## src/rtl/core/modinv_pkg.sv

```systemverilog
package modinv_pkg;

    // Sequencer states
    typedef enum logic [1:0] {
        ST_IDLE,
        ST_CHECK,
        ST_DIV,
        ST_UPDATE
    } t_state;

    // Commands from the sequencer to the datapath
    typedef struct packed {
        logic load;      // take a new item, seed the Euclid pairs
        logic div_init;  // clear the divider for a new round
        logic div_step;  // one quotient bit
        logic update;    // rotate the remainder and coefficient pairs
        logic finish;    // form the result
    } t_cmd;

    // Status from the datapath to the sequencer
    typedef struct packed {
        logic nr_zero;   // newer remainder is zero, Euclid is done
    } t_sts;

endpackage

```

## src/rtl/core/modinv_ctrl.sv

```systemverilog
module modinv_ctrl #(
    parameter int WIDTH = 32
) (
    input  logic              i_clk,
    input  logic              i_rst_n,
    input  logic              i_start,
    input  modinv_pkg::t_sts  i_sts,
    output modinv_pkg::t_cmd  o_cmd,
    output logic              o_busy,
    output logic              o_valid
);
    import modinv_pkg::*;

    localparam int CW = $clog2(WIDTH);

    t_state          r_state, n_state;
    logic [CW-1:0]   r_cnt, n_cnt;
    logic            r_valid;
    t_cmd            cmd;

    always_ff @(posedge i_clk) begin
        if (!i_rst_n) begin
            r_state <= ST_IDLE;
            r_cnt   <= '0;
            r_valid <= 1'b0;
        end else begin
            r_state <= n_state;
            r_cnt   <= n_cnt;
            r_valid <= cmd.finish;
        end
    end

    always_comb begin
        n_state = r_state;
        n_cnt   = r_cnt;
        cmd     = '0;
        case (r_state)
            ST_IDLE: begin
                if (i_start) begin
                    cmd.load = 1'b1;
                    n_state  = ST_CHECK;
                end
            end
            ST_CHECK: begin
                if (i_sts.nr_zero) begin
                    cmd.finish = 1'b1;
                    n_state    = ST_IDLE;
                end else begin
                    cmd.div_init = 1'b1;
                    n_cnt        = '0;
                    n_state      = ST_DIV;
                end
            end
            ST_DIV: begin
                cmd.div_step = 1'b1;
                n_cnt        = r_cnt + 1'b1;
                if (r_cnt == CW'(WIDTH - 1)) begin
                    n_state = ST_UPDATE;
                end
            end
            ST_UPDATE: begin
                cmd.update = 1'b1;
                n_state    = ST_CHECK;
            end
            default: begin
                n_state = ST_IDLE;
            end
        endcase
    end

    assign o_cmd   = cmd;
    assign o_busy  = (r_state != ST_IDLE);
    assign o_valid = r_valid;

endmodule

```

## src/rtl/core/modinv_dp.sv

```systemverilog
module modinv_dp #(
    parameter int WIDTH = 32
) (
    input  logic              i_clk,
    input  modinv_pkg::t_cmd  i_cmd,
    input  logic [WIDTH-1:0]  i_modulus,
    input  logic [WIDTH-1:0]  i_value,
    output modinv_pkg::t_sts  o_sts,
    output logic [WIDTH-1:0]  o_inverse,
    output logic              o_found
);
    import modinv_pkg::*;

    // Euclid pairs: remainders, coefficient magnitudes, sign of older one
    logic [WIDTH-1:0] r_r, r_nr, r_tm, r_ntm;
    logic             r_tneg;
    // Restoring divider: partial remainder, dividend shifter, q*ntm accumulator
    logic [WIDTH-1:0] r_rem, r_dvd, r_acc;
    logic [WIDTH-1:0] r_inv;
    logic             r_found;

    logic [WIDTH:0]   shifted, diff;
    logic             qbit;
    logic [WIDTH-1:0] n_rem, n_acc, lifted, n_inv;
    logic             n_found;

    always_comb begin
        shifted = {r_rem, r_dvd[WIDTH-1]};
        diff    = shifted - {1'b0, r_nr};
        qbit    = ~diff[WIDTH];
        n_rem   = qbit ? diff[WIDTH-1:0] : shifted[WIDTH-1:0];
        // Horner form of q*ntm, one quotient bit at a time, MSB first
        n_acc   = {r_acc[WIDTH-2:0], 1'b0} + (qbit ? r_ntm : '0);

        lifted  = (r_tneg && (r_tm != '0)) ? (i_modulus - r_tm) : r_tm;
        n_found = (r_r == WIDTH'(1));
        n_inv   = n_found ? lifted : '0;
    end

    always_ff @(posedge i_clk) begin
        if (i_cmd.load) begin
            r_r    <= i_modulus;
            r_nr   <= i_value;
            r_tm   <= '0;
            r_ntm  <= WIDTH'(1);
            r_tneg <= 1'b1;
        end
        if (i_cmd.div_init) begin
            r_rem <= '0;
            r_dvd <= r_r;
            r_acc <= '0;
        end
        if (i_cmd.div_step) begin
            r_rem <= n_rem;
            r_dvd <= {r_dvd[WIDTH-2:0], 1'b0};
            r_acc <= n_acc;
        end
        if (i_cmd.update) begin
            r_r    <= r_nr;
            r_nr   <= r_rem;
            r_tm   <= r_ntm;
            r_ntm  <= r_acc + r_tm;
            r_tneg <= ~r_tneg;
        end
        if (i_cmd.finish) begin
            r_inv   <= n_inv;
            r_found <= n_found;
        end
    end

    assign o_sts.nr_zero = (r_nr == '0);
    assign o_inverse     = r_inv;
    assign o_found       = r_found;

endmodule

```

## src/rtl/core/modular_inverse_u32.sv

```systemverilog
// Modular inverse by the extended Euclidean algorithm.
//
// Config: APB-style slave with one register, the modulus, at byte address 0
//   (reset value 65537). pready is tied high; writes land on the access
//   cycle. Write the modulus only while busy is low.
// Input: an item is taken on the rising edge where start is high and busy
//   is low; i_value is sampled on that edge.
// Output: o_inverse and o_found appear for one cycle with o_valid high.
//   The receiver cannot stall; the result is simply presented once.
//   o_found low means gcd(value, modulus) != 1 and o_inverse is then 0.
// Timing: the item is worked on alone. Each Euclid round is a restoring
//   division (one quotient bit per cycle, with q*ntm built alongside)
//   plus a check state and an update state. o_valid is registered and
//   rises once the check finds the newer remainder zero; there are at most
//   about 46 rounds for 32-bit operands. busy drops in the cycle o_valid is
//   shown, so the next item can be started right then.
// Reset: synchronous, active low; returns the sequencer to idle, drops
//   o_valid and reloads the modulus with 65537.
module modular_inverse_u32 #(
    parameter int WIDTH = 32
) (
    input  logic                                 i_clk,
    input  logic                                 i_rst_n,
    // config port
    input  logic                                 psel,
    input  logic                                 penable,
    input  logic                                 pwrite,
    input  logic [((WIDTH > 32) ? 4 : 3)-1:0]    paddr,
    input  logic [((WIDTH > 32) ? 64 : 32)-1:0]  pwdata,
    output logic [((WIDTH > 32) ? 64 : 32)-1:0]  prdata,
    output logic                                 pready,
    // item in
    input  logic                                 start,
    output logic                                 busy,
    input  logic [WIDTH-1:0]                     i_value,
    // result out
    output logic                                 o_valid,
    output logic [WIDTH-1:0]                     o_inverse,
    output logic                                 o_found
);
    import modinv_pkg::*;

    localparam int AW  = (WIDTH > 32) ? 4 : 3;
    localparam int PW  = (WIDTH > 32) ? 64 : 32;
    localparam int OFS = (WIDTH > 32) ? 3 : 2;   // byte offset bits per register

    logic [WIDTH-1:0] r_modulus;
    logic             addr_hit;
    t_cmd             cmd;
    t_sts             sts;

    // Only register 0 exists; anything above it is ignored on write, reads 0
    assign addr_hit = (paddr[AW-1:OFS] == '0);
    assign pready   = 1'b1;
    assign prdata   = addr_hit ? PW'(r_modulus) : '0;

    always_ff @(posedge i_clk) begin
        if (!i_rst_n) begin
            r_modulus <= WIDTH'(65537);
        end else if (psel && penable && pwrite && addr_hit) begin
            r_modulus <= pwdata[WIDTH-1:0];
        end
    end

    // Sequencer: owns the quotient bit counter and the result strobe
    modinv_ctrl #(
        .WIDTH (WIDTH)
    ) u_ctrl (
        .i_clk   (i_clk),
        .i_rst_n (i_rst_n),
        .i_start (start),
        .i_sts   (sts),
        .o_cmd   (cmd),
        .o_busy  (busy),
        .o_valid (o_valid)
    );

    // Euclid registers, shared divider and result registers
    modinv_dp #(
        .WIDTH (WIDTH)
    ) u_dp (
        .i_clk     (i_clk),
        .i_cmd     (cmd),
        .i_modulus (r_modulus),
        .i_value   (i_value),
        .o_sts     (sts),
        .o_inverse (o_inverse),
        .o_found   (o_found)
    );

endmodule

```

## config.mk

```make
export PLATFORM = sky130hd
export DESIGN_NAME = modular_inverse_u32
export DESIGN_NICKNAME = d
export VERILOG_FILES = /design/src/rtl/core/modinv_pkg.sv /design/src/rtl/core/modinv_ctrl.sv /design/src/rtl/core/modinv_dp.sv /design/src/rtl/core/modular_inverse_u32.sv
export SDC_FILE = /design/constraint.sdc
export NUM_CORES = 1
export LEC_CHECK = 0
export ABC_AREA = 1
export ABC_CLOCK_PERIOD_IN_PS = 4000
export BUFFER_PORTS_ARGS = -buffer_cell sky130_fd_sc_hd__buf_2
export CORE_ASPECT_RATIO = 0.75
export CORE_UTILIZATION = 40
export DETAILED_ROUTE_END_ITERATION = 8
export SLEW_MARGIN = 20
export SYNTH_ARGS = -nofsm -noshare
export SYNTH_HDL_FRONTEND = slang
export SYNTH_HIERARCHICAL = 1
export SYNTH_SLANG_ARGS = --single-unit
```

## constraint.sdc

```tcl
create_clock -name i_clk -period 4 [get_ports i_clk]
set_input_delay 0.2 -clock i_clk [delete_from_list [all_inputs] [get_ports i_clk]]
set_output_delay 0.2 -clock i_clk [all_outputs]
set_load 0.05 [all_outputs]
```

# After elaboration in Yosys (flattened, before gate mapping)
# Cells that the tools add are included.
dict set report word_totals {
  elab_cells 76
  memories 0
  input_bits 73
  latchBits 0
  mem_bits_rw 0
  reg_bits 298
  output_inout_bits 68
  mem_bits_ro 0
}
dict set report classes {
  n_div 0
  eq_ne 8
  n_addsub 5
  order_cmp 0
  mul 0
  shifts 0
  n_reduce_logical 13
  n_bitwise 2
  muxes 33
}
# cell count
set ops {}
lappend ops {{2-to-1 mux 32 bit} 17}
lappend ops {{adder 32 bit} 2}
lappend ops {{subtractor 33 x 32 -> 33 bit} 1}
lappend ops {{equality test 32 x 1 -> 1 bit, second input constant} 1}
lappend ops {{logical NOT 32 bit} 1}
lappend ops {{nonzero test 32 bit} 1}
lappend ops {{subtractor 32 bit} 1}
lappend ops {{2-to-1 mux 1 bit} 10}
lappend ops {{one-hot mux 5 bit (2 select lines)} 1}
lappend ops {{one-hot mux 2 bit (4 select lines)} 1}
lappend ops {{nonzero test 2 bit} 4}
lappend ops {{2-to-1 mux 2 bit} 3}
lappend ops {{adder 5 x 1 -> 5 bit, second input constant} 1}
lappend ops {{equality test 5 bit, second input constant} 1}
lappend ops {{2-to-1 mux 5 bit} 1}
lappend ops {{equality test 2 bit, second input constant} 2}
lappend ops {{logical AND 1 bit} 4}
lappend ops {{inequality test 2 bit, second input constant} 2}
lappend ops {{AND reduction 2 bit} 2}
lappend ops {{equality test 2 x 1 -> 1 bit, second input constant} 1}
lappend ops {{logical NOT 2 bit} 1}
lappend ops {{inequality test 2 x 1 -> 1 bit, second input constant} 1}
lappend ops {{inverter 1 bit} 2}

# Depth between registers and ports, before layout
# Gate-level depths: netlist of run 1.
dict set report depth {
  ltp_word 5
  depth_mapped 31
  ltp_nobuf 29
}

# Hierarchy
# Netlist of run 1, hierarchy kept.
# module cells_each instances area_per_inst_um2 seq_area_each_um2
set modules_own_cells {}
lappend modules_own_cells {modinv_dp 2325 1 18353.9 7737.4}
lappend modules_own_cells {modular_inverse_u32 278 1 1722.9 640.6}
lappend modules_own_cells {modinv_ctrl 71 1 476.7 160.2}

# Worst setup path before layout of run 1
# OpenSTA, ideal clock, no wires.
dict set report synth_timing {
  kind {reg-to-reg}
  startpoint {register u_dp.r_nr[0]}
  endpoint {register u_dp.r_acc[27], data pin}
  setup_time_ns 0.253
  synth_period_minus_slack_ns 4.030
  setup_slack_ns -0.030
  stages_incl_launch_ff 30
  t_required_ns 3.747
  arrival_ns 3.777
  n_path_buf 2
  cell_sequence {edfxtp_1 -> ha_1 -> fa_1 -> inv_1 -> nand2_1 -> nand2_1 -> nand3_1 -> nand2_2 -> nand2_2 -> nand2_4 -> nand2_4 -> nand3_1 -> nand2_4 -> inv_2 -> buf_6 -> buf_8 -> nor2_4 -> ha_1 -> fa_1 -> nand2_1 -> nand3_1 -> o21ai_1 -> o21ai_0 -> nand2_1 -> nand2_1 -> a21o_1 -> a21oi_1 -> nand2_1 -> nand2_1 -> nor2_1}
}
dict set report synth_between {
  elab_chain_cells 4
}
# element line_no
set synth_rtl {}
lappend synth_rtl {{start, declared} modinv_dp.sv:15} ;# logic [WIDTH-1:0] r_r, r_nr, r_tm, r_ntm;
lappend synth_rtl {{start signal, assigned} modinv_dp.sv:43} ;# r_nr <= i_value;
lappend synth_rtl {{start signal, assigned} modinv_dp.sv:60} ;# r_nr <= r_rem;
lappend synth_rtl {{subtractor 33 x 32 -> 33 bit} modinv_dp.sv:29} ;# diff = shifted - {1'b0, r_nr};
lappend synth_rtl {{2-to-1 mux 32 bit} modinv_dp.sv:33} ;# n_acc = {r_acc[WIDTH-2:0], 1'b0} + (qbit ? r_ntm : '0);
lappend synth_rtl {{adder 32 bit} modinv_dp.sv:33}
lappend synth_rtl {{2-to-1 mux 32 bit} modinv_dp.sv:53} ;# if (i_cmd.div_step) begin
lappend synth_rtl {{end signal, assigned} modinv_dp.sv:56} ;# r_acc <= n_acc;
lappend synth_rtl {{end, declared} modinv_dp.sv:18} ;# logic [WIDTH-1:0] r_rem, r_dvd, r_acc;
# Every way passes these cells.
# A chain may end at the register's enable or synchronous reset.

# Final worst setup path of run 1
dict set report layout_timing {
  startpoint {register u_dp.r_nr[23]}
  endpoint {register u_dp.r_acc[31], data pin}
}
# The elaborated chain is that of the path after synthesis.

==> flow_summary.json, run 1 <==
{
  "cts_buffer_depth": 3,
  "antenna_found_initial": 0,
  "grt_max_degree": 56,
  "r2r_setup_slack_ps": 60,
  "finalCritPeriodShare": 0.985,
  "root_buffer": "clkbuf_16",
  "slew_headroom": 0.391,
  "path_clk_slew_ps": 60,
  "initial_core_util": 0.407,
  "route.detailed.drc": 0,
  "syn_area_um2": 20600,
  "cp-endpoint": "u_dp/r_acc[31]$_SDFFCE_PN0P_",
  "clk_latency_ps": 570,
  "place_area_um2": 23000,
  "grt_pass1_wl_mm": 105,
  "dr.pass1.iters": 7,
  "synth_seq_cells": 298,
  "start_kind": "flop",
  "outcome": "complete, no violations",
  "period_minus_slack_ps": 3940,
  "die_h_um": 198,
  "slew_viol_final": 0,
  "die_w_um": 264,
  "ant_nets": 0,
  "nets": 3222,
  "critPathBufInv": 4,
  "area_delta_synth_final_pct": 23.2,
  "timing.hold.ws_ps": 33.8,
  "worstPathRequired_ps": 4310,
  "drt_iter0_markers": 2031,
  "drive_gt1_frac": 0.180,
  "cts_tree": "yes",
  "grt-ovfl-total": 0,
  "power_density_nw_per_um2": 891,
  "synth_flop_cell": "edfxtp_1",
  "synth_edf_count": 257,
  "cts_inserted_buffers": 36,
  "cp_top_family": "simple AND/OR/NAND/NOR gates",
  "p_leak_nw": 11.4,
  "yosysWarnings": 6,
  "clock.fmax_ghz": 0.254,
  "drt-vias-per-instance": 5.31,
  "finalHoldViolCount": 0,
  "worstPathArrival_ps": 4250,
  "finalSetupTns_ps": 0,
  "utilization": 0.502,
  "drv_cap": 0,
  "cp_common_cell": "nand2_2",
  "tightest_slew_ps": 913,
  "setup_viol": 0,
  "ys_types": 52,
  "cpPeakStageDelay_ps": 410,
  "num_vias": 19600,
  "worst-r2r-cell-count": 25,
  "core.rowCount": 71,
  "ir_drop_mv": 0.500,
  "syn_nets": 2881,
  "routed_wirelength_mm": 69.3,
  "grt_pass1_vias": 18000,
  "power_w": 0.0226,
  "crit_start": "u_dp/r_nr[23]$_DFFE_PP_",
  "final_cell_area_um2": 25300,
  "syn_area_per_cell_um2": 7.69,
  "min_path_type": "primary input to flop",
  "fin_skew_ps": 18.3,
  "dp_hpwl_mm": 52.4,
  "ys_seq_area_frac": 0.415,
  "synthCells": 2674,
  "diodes": 0,
  "synth_async_sr_flop_share": 0,
  "crit_cells": 25,
  "reg2reg_from": "u_dp/r_nr[23]$_DFFE_PP_",
  "cp_slowest_cell": "edfxtp_1",
  "grt_usage": 0.260,
  "reg2reg_to": "u_dp/r_acc[31]$_SDFFCE_PN0P_",
  "end_kind": "flop",
  "clock_sinks": 298,
  "io_pins": 141,
  "die_area_um2": 52300,
  "wire_per_inst_um": 18.7,
  "cts_max_level": 2,
  "io_buffer_count": 137,
  "path_max_fanout": 7,
  "gp_congestion": 0.936,
  "critPathKind": "flop to flop",
  "core_um2": 50500
}
-- state kept, by name, summed over array words and instances (netlist names) --
register and flops:
u_dp/o_inverse 32, u_dp/r_ntm 32, u_dp/o_found 1, u_ctrl/r_cnt 5
u_dp/r_tneg 1, u_dp/r_r 32, u_dp/r_tm 32, u_dp/r_acc 32
u_ctrl/r_state 2, u_dp/r_dvd 32, u_dp/r_rem 32, u_ctrl/o_valid 1
u_dp/r_nr 32, r_modulus 32
-- worst min-delay path by stage --
stage	start	to	slack, ps	cells past startpoint
global route	pwdata[24]	r_modulus[24]$_SDFFE_PN0P_	30	5
floorplan	i_rst_n	u_ctrl/r_cnt[0]$_SDFFE_PN0P_	320	2
detailed placement	pwdata[0]	r_modulus[0]$_SDFFE_PN1P_	420	3
finish	pwdata[24]	r_modulus[24]$_SDFFE_PN0P_	30	5
CTS	pwdata[24]	r_modulus[24]$_SDFFE_PN0P_	2	5
global placement	pwdata[0]	r_modulus[0]$_SDFFE_PN1P_	420	3
-- per-stage QoR --
stage | setup WS (ps) | cells
after floorplan | 21.1 | 2674
after global placement | -151 | 3563
after detailed placement | -181 | 3563
after CTS | 1.22 | 3691
after global routing | -42.5 | 3699
final | 61.5 | 3699
-- routing by layer --
metal	up-vias	part of all wire	routed length, um	global-route usage
met3	87	0.083	5740	0.0377
met1	9191	0.49	34100	0.405
li1	9563	-	-	-
met2	795	0.40	27800	0.368
met4	0	0.024	1630	0.0721
met5	-	0	0	0
-- where the power goes --
group / total, W / switching, W / internal, W
Sequential: 0.00597 / 0.000961 / 0.00501
Clock: 0.00317 / 0.00140 / 0.00178
Combinational: 0.0134 / 0.00842 / 0.00500
-- synthesized netlist by cell type, types with 24 or more instances --
| master | number | area share |
|---|---|---|
| inv_1 | 417 | 0.076 |
| edfxtp_1 | 257 | 0.38 |
| nor4_1 | 24 | 0.0073 |
| xor2_1 | 24 | 0.010 |
| clkbuf_1 | 41 | 0.0075 |
| nor3_1 | 37 | 0.0090 |
| nor2_1 | 306 | 0.056 |
| nand3_1 | 106 | 0.026 |
| o21ai_0 | 225 | 0.055 |
| a21oi_1 | 253 | 0.062 |
| nor2_2 | 38 | 0.012 |
| dfxtp_1 | 41 | 0.040 |
| ha_1 | 130 | 0.079 |
| nand2_1 | 553 | 0.10 |
-- layout by cell type, fill, tap and decap left out, types with 17 or more instances in the layout --
| master | instances |
|---|---|
| ha_1 | 110 |
| nand2_2 | 23 |
| buf_4 | 167 |
| nor3_1 | 33 |
| xnor2_1 | 18 |
| dlygate4sd3_1 | 63 |
| o21ai_0 | 215 |
| dfxtp_1 | 41 |
| a21oi_2 | 27 |
| xor2_1 | 24 |
| edfxtp_1 | 257 |
| nor2_2 | 39 |
| clkbuf_16 | 37 |
| a21oi_1 | 226 |
| inv_1 | 409 |
| nand2_1 | 537 |
| nor2_1 | 300 |
| nand4_1 | 23 |
| a21o_1 | 17 |
| nor4_1 | 22 |
| nand3_1 | 104 |
| buf_2 | 137 |
-- kinds of logic after synthesis --
logic type | count (synthesis) | share of synthesized area
flops | 298 | 0.415
fa+ha+maj | 134 | 0.0830
buf+inv | 494 | 0.0959
other cells | 1 | 0.000182
compound gates | 574 | 0.152
simple gates | 1131 | 0.236
xor+xnor | 42 | 0.0179
-- worst reg2reg max path: stages, from the launching register on --
cell and delay (ps):
edfxtp_1 410, inv_2 110, ha_1 260, nand2_1 130
inv_1 60, a21oi_2 190, nand2_2 110, a21oi_4 220
nand2_4 70, nand2_2 80, nand2_4 80, clkinv_8 90
nor2_4 40, ha_2 180, fa_2 350, nand2_2 90
nand3_1 70, o21ai_1 80, buf_4 170, o21ai_2 90
nand2_1 90, nand2_2 100, nand3_1 80, nand4_1 250
a21oi_1 220, nor2_1 70
-- final cells by class --
cell class,count,area (um2)
clock inverters,22,168
fillers,4833,25100
repair buffers,373,2690
clock buffers,43,947
flip-flops and latches,298,8540
well taps,657,822
inverters,424,1610
multi-input cells,1882,10600
-- repair_timing --
action / 4_1_cts / 5_1_grt
setup endpoints to repair: 15 / 23
gates resized for setup: 6 / 116
cloned: 0 / 1
hold endpoints to repair: 63 / 0
hold buffers: 63 / 0
pin swaps: 0 / 27
buffers inserted: 0 / 7
Note: power is estimated with default switching activity, not from simulation.
==> run 2, diff against run 1 <==
--- a/config.mk
+++ b/config.mk
@@ -11,6 +11,7 @@
 export CORE_ASPECT_RATIO = 0.75
 export CORE_UTILIZATION = 40
 export DETAILED_ROUTE_END_ITERATION = 8
+export PLACE_DENSITY_LB_ADDON = 0.05
 export SLEW_MARGIN = 20
 export SYNTH_ARGS = -nofsm -noshare
 export SYNTH_HDL_FRONTEND = slang
==> run 2 against run 1 <==
Setup slack improved by 150 ps. Via count down 1.6%. Sequential cell count is the same. Critical endpoint is now u_dp/r_acc[27]$_SDFFCE_PN0P_.
==> flow_summary.json, run 2 (synthesis gave the netlist of run 1 again) <==
{
  "tightest_slew_ps": 1100,
  "end_kind": "flop",
  "path_max_fanout": 7,
  "dp_hpwl_mm": 55.3,
  "final_cell_area_um2": 25400,
  "drt_iter0_markers": 1747,
  "critPathBufInv": 6,
  "finalCritPeriodShare": 0.946,
  "die_w_um": 264,
  "cts_tree": "yes",
  "ir_drop_mv": 0.425,
  "final_common_cell": "nand2_1",
  "gp_congestion": 0.947,
  "cts_inserted_buffers": 36,
  "power_w": 0.0226,
  "worstPathRequired_ps": 4330,
  "nets": 3269,
  "drive_gt1_frac": 0.174,
  "clock.fmax_ghz": 0.264,
  "p_leak_nw": 11.6,
  "period_minus_slack_ps": 3780,
  "fin_skew_ps": 15.6,
  "drt-vias-per-instance": 5.16,
  "place_area_um2": 23300,
  "outcome": "complete, no violations",
  "die_area_um2": 52300,
  "antenna_found_initial": 0,
  "start_kind": "flop",
  "io_buffer_count": 137,
  "initial_core_util": 0.407,
  "grt_max_degree": 85,
  "slew_headroom": 0.266,
  "utilization": 0.504,
  "grt-ovfl-total": 0,
  "path_clk_slew_ps": 60,
  "area_delta_synth_final_pct": 23.7,
  "finalSetupTns_ps": 0,
  "wire_per_inst_um": 19.1,
  "clk_latency_ps": 580,
  "finalHoldViolCount": 0,
  "cp_top_family": "simple AND/OR/NAND/NOR gates",
  "core_um2": 50500,
  "cp_slowest_cell": "edfxtp_1",
  "fillCellCount": 4949,
  "cts_max_level": 2,
  "placed_cells": 3611,
  "ant_nets": 0,
  "grt_pass1_vias": 18000,
  "core.rowCount": 71,
  "cts_buffer_depth": 3,
  "clock_sinks": 298,
  "drv_cap": 0,
  "diodes": 0,
  "layout_common_cells": "550 x nand2_1, 416 x inv_1, 302 x nor2_1, 257 x edfxtp_1, 242 x a21oi_1",
  "grt_usage": 0.270,
  "fin_cells": 3747,
  "io_pins": 141,
  "grt_pass1_wl_mm": 107,
  "die_h_um": 198,
  "dr.pass1.iters": 5,
  "min_path_type": "primary input to flop",
  "critPathKind": "flop to flop",
  "route.detailed.drc": 0,
  "power_density_nw_per_um2": 891,
  "root_buffer": "clkbuf_16",
  "routed_wirelength_mm": 71.5,
  "setup_viol": 0,
  "cpPeakStageDelay_ps": 400,
  "slew_viol_final": 0,
  "worstPathArrival_ps": 4110,
  "num_vias": 19300
}
-- run 2: cell types whose count changed in the layout (fill, tap and decap cells not counted), sizes merged --
cell,before,now
buf,309,355
bufinv,1,2
clkbuf,44,52
clkinv,19,8
clkinvlp,0,3
dlygate4sd3,63,64
-- run 2: worst register-to-register path: stages (launching register included) --
cell and delay (ps):
edfxtp_1 400, ha_2 210, fa_1 390, inv_1 70, nand2_1 40, nand2_1 60
nand3_1 80, nand2_2 100, nand2_2 70, nand2_4 70, nand2_4 60, nand3_2 80
nand2_4 70, inv_6 100, buf_12 140, nor2_2 40, ha_1 380, nand2_1 130
buf_4 150, nor3_1 250, buf_4 160, a21o_1 140, a21oi_2 70, buf_4 140
nor2_1 80, nor2_1 60
-- run 2: repair_timing --
item,in CTS,in global routing
endpoints found under the setup margin,8,21
resized for setup,8,40
endpoints found under the hold margin,64,0
hold buffers,64,0
buffers inserted,0,5
gates cloned,0,1
pin swaps,0,5
-- run 2: layout make-up --
cell class                 instances  area [um2]  share of cell area
multi-input combinational       1882       10300               0.403
sequential                       298        8540               0.336
timing repair buffer             420        3040               0.119
inverter                         424        1600              0.0629
clock buffer                      51         977              0.0384
tap                              657         822              0.0323
clock inverter                    15         190             0.00748
-- run 2: worst paths after layout --
| path | slack, ps | endpoint | startpoint | cells past startpoint |
|---|---|---|---|---|
| min | 80 | r_modulus[1]$_SDFFE_PN0P_ | pwdata[1] | 5 |
| max reg2reg | 220 | u_dp/r_acc[27]$_SDFFCE_PN0P_ | u_dp/r_nr[0]$_DFFE_PP_ | 25 |
| min reg2reg | 470 | u_dp/r_dvd[0]$_SDFFE_PP0P_ | u_dp/r_dvd[0]$_SDFFE_PP0P_ | 2 |
| max | 220 | u_dp/r_acc[27]$_SDFFCE_PN0P_ | u_dp/r_nr[0]$_DFFE_PP_ | 25 |
-- run 2: layer usage --
layer | routed length [um] | track usage | share of wire | vias up
met1 | 38100 | 0.431 | 0.53 | 9044
met2 | 28000 | 0.376 | 0.39 | 582
met4 | 1160 | 0.0577 | 0.016 | 0
met3 | 4330 | 0.0387 | 0.061 | 62
met5 | 0 | 0 | 0 | -
li1 | - | - | - | 9643
-- run 2: metrics by stage --
step | setup slack (ps) | hold WS, ps
2_1_floorplan | 21.1 | 321
3_3_place_gp | -3.72 | 431
5_1_grt | -6.21 | 87.3
3_5_place_dp | -105 | 421
4_1_cts | 47.2 | 41.4
6_report | 216 | 84.3
-- run 2: where the power goes --
group	internal [W]	total (W)	switching, W
registers	0.00501	0.00592	0.000912
logic	0.00508	0.0134	0.00831
clock network	0.00187	0.00334	0.00146
total	0.0120	0.0226	0.0107
==> run 3, diff against run 2 <==
--- a/config.mk
+++ b/config.mk
@@ -5,7 +5,6 @@
 export SDC_FILE = /design/constraint.sdc
 export NUM_CORES = 1
 export LEC_CHECK = 0
-export ABC_AREA = 1
 export ABC_CLOCK_PERIOD_IN_PS = 4000
 export BUFFER_PORTS_ARGS = -buffer_cell sky130_fd_sc_hd__buf_2
 export CORE_ASPECT_RATIO = 0.75
==> run 3 against run 2 <==
The flow now finishes with violations (setup timing). Critical endpoint is now u_dp/r_acc[30]$_SDFFCE_PN0P_. Clock power grew 2%. Clock skew grew 10 ps. Global-route usage shrank 3.9 points. Largest cell class unchanged.
==> flow_summary.json, run 3 <==
{
  "drt_iter0_markers": 976,
  "pwr-share-comb": 0.345,
  "clock_sinks": 298,
  "grt_pass1_wl_mm": 86.6,
  "num_vias": 15700,
  "synth_flop_cell": "edfxtp_1",
  "intPower_w": 0.00765,
  "outcome": "finished with violations",
  "grt_usage": 0.231,
  "synth_top_area_frac": 0.404,
  "dp_slack_ps": -1450,
  "nets": 2504,
  "cp_slowest_cell": "edfxtp_1",
  "power_w": 0.0113,
  "timing.hold.ws_ps": 84.0,
  "period_minus_slack_ps": 5270,
  "regArea_um2": 8540,
  "synth_top_family_by_area": "simple AND/OR/NAND/NOR gates",
  "routed_wirelength_mm": 56.4,
  "route.detailed.drc": 0,
  "core_um2": 46500,
  "cpPeakStageDelay_ps": 390,
  "cts_tree": "yes",
  "drive_gt1_frac": 0.259,
  "synth_top_cell_by_area": "edfxtp_1",
  "area_delta_synth_final_pct": 28.7,
  "layout_common_cells": "257 x edfxtp_1, 234 x buf_4, 173 x nand2_1, 137 x buf_2, 118 x ha_1",
  "multi_input_area_um2": 10300,
  "synthMuxAreaShare": 0.0575,
  "clock.fmax_ghz": 0.190,
  "synth_commonest_cells": "257 x edfxtp_1, 174 x nand2_1, 130 x ha_1",
  "root_buffer": "clkbuf_16",
  "dp_hpwl_mm": 39.3,
  "die_h_um": 191,
  "worstPathRequired_ps": 4280,
  "die_w_um": 254,
  "worstPathArrival_ps": 5550,
  "wire_per_inst_um": 19.1,
  "dr.pass1.iters": 5,
  "cts_buffer_depth": 3,
  "slew_viol_final": 0,
  "synth_edf_count": 257,
  "power_density_nw_per_um2": 462,
  "cts_inserted_buffers": 35,
  "cp_common_cell": "a21oi_4",
  "yosys.area_share.simple": 0.166,
  "critPathKind": "flop to flop",
  "final_common_cell": "edfxtp_1",
  "p_seq_frac": 0.354,
  "grt_pass1_vias": 15300,
  "ys_types": 89,
  "min_path_type": "primary input to flop",
  "syn_area_per_cell_um2": 10.1,
  "setup_viol": 26,
  "final_cell_area_um2": 24600,
  "slew_headroom": 0.339,
  "grt_max_degree": 97,
  "synth_seq_cells": 298,
  "violations": "setup timing",
  "yosysMostFrequentCell": "edfxtp_1",
  "synthCells": 1884,
  "die_area_um2": 48600,
  "gp_congestion": 0.887,
  "initial_core_util": 0.410,
  "yosysWarnings": 6,
  "crit_chain": "ha_2, fa_2, nand2b_4, a21oi_4, o21ai_4, o31a_4, a31oi_4, a211o_4, xor2_4, and2_4, ha_4, a211oi_2, o21bai_1, a21o_1, a211o_1, a211oi_4, or4_4, a21oi_4, o32a_1, xor2_1, and2_1",
  "fillCellCount": 4300,
  "tightest_slew_ps": 992,
  "grt-ovfl-total": 0,
  "p_clk_frac": 0.302,
  "ir_drop_mv": 0.285,
  "synthAdderAreaFrac": 0.0894,
  "setup_slack_ps": -1270,
  "syn_area_um2": 19100,
  "synth-xor-area-share": 0.0435,
  "p_leak_nw": 10.3,
  "core.rowCount": 68,
  "antenna_found_initial": 1,
  "finalSetupTns_ps": -20770,
  "finalHoldViolCount": 0,
  "io_pins": 141,
  "fin_skew_ps": 25.7,
  "io_buffer_count": 137,
  "start_kind": "flop",
  "end_kind": "flop",
  "place_area_um2": 22100,
  "cts_max_level": 2,
  "cp_top_family": "compound AO/OA/AOI/OAI gates",
  "synth_async_sr_flop_share": 0,
  "syn_nets": 2091,
  "ys_seq_area_frac": 0.447,
  "ant_nets": 0,
  "drt-vias-per-instance": 5.31,
  "synthTopCellsByArea": "edfxtp_1 40%, ha_1 8.5%, dfxtp_1 4.3%, mux2_2 3.7%, nand2_1 3.4%",
  "synth_compound_area_frac": 0.157,
  "p_sw_frac": 0.325,
  "p_switching_w": 0.00369,
  "finalCritPeriodShare": 1.32,
  "clk_latency_ps": 540,
  "drv_cap": 0,
  "rsz0062_at_grt": "true",
  "path_max_fanout": 7,
  "critPathBufInv": 0,
  "path_clk_slew_ps": 60
}
-- run 3: cell count changes after synthesis, moves of 62 or more --
cell | before | now
a21oi_1 | 253 | 122
o21ai_0 | 225 | 99
mux2_2 | 0 | 62
and2_1 | 3 | 92
inv_1 | 417 | 95
nand2_1 | 553 | 174
nor2_1 | 306 | 114
-- run 3: power by group through the flow --
stage	Sequential (W)	Combinational, W	Clock (W)
after global placement	0.00407	0.00345	0
after global routing	0.00405	0.00429	0.00362
final	0.00401	0.00391	0.00342
after CTS	0.00401	0.00370	0.00351
after floorplan	0.00399	0.00224	0
after detailed placement	0.00407	0.00348	0
-- run 3: timing repair --
item / in CTS / in global routing
resized for setup: 36 / 47
setup buffers: 14 / 22
pin swaps: 37 / 45
hold buffers: 64 / 0
hold endpoints to repair: 64 / 0
endpoints found under the setup margin: 27 / 42
cloned: 1 / 0
-- run 3: layout make-up --
type,instances,share of cell area
multi-input combinational,1412,0.420
clock inverter,16,0.00815
timing repair buffer,452,0.135
antenna,1,0.000102
sequential,298,0.348
inverter,98,0.0151
tap,630,0.0321
clock buffer,48,0.0415
-- run 3: routing by layer --
metal  part of all wire  track usage
met5                  0            0
met1               0.52        0.354
met3              0.045       0.0327
met2               0.42        0.345
met4              0.013       0.0387
-- run 3: final timing paths --
kind	from	endpoint	slack [ps]	cells past startpoint
worst max-delay path	u_dp/r_nr[0]$_DFFE_PP_	u_dp/r_acc[30]$_SDFFCE_PN0P_	-1270	21
worst min-delay path	start	u_ctrl/r_state[0]$_SDFFE_PN0P_	80	3
worst max register to register	u_dp/r_nr[0]$_DFFE_PP_	u_dp/r_acc[30]$_SDFFCE_PN0P_	-1270	21
worst min register to register	u_ctrl/r_cnt[4]$_SDFFE_PN0P_	u_ctrl/r_cnt[4]$_SDFFE_PN0P_	500	2
-- run 3: cells by family after synthesis --
group           after synthesis
fa+ha+maj                   134
flops                       298
compound gates              455
simple gates                625
other cells                   1
buf+inv                     175
xor+xnor                     94
mux                         102
-- run 3: worst min-delay path, stage by stage --
cell and delay (ps):
buf_2 90, nand2b_1 170, a311oi_1 110
-- run 3: metrics by stage --
stage	cells	util
floorplan	1884	-
global placement	2797	0.474
detailed placement	2797	0.474
CTS	2935	0.520
global route	2954	0.528
finish	2955	0.528
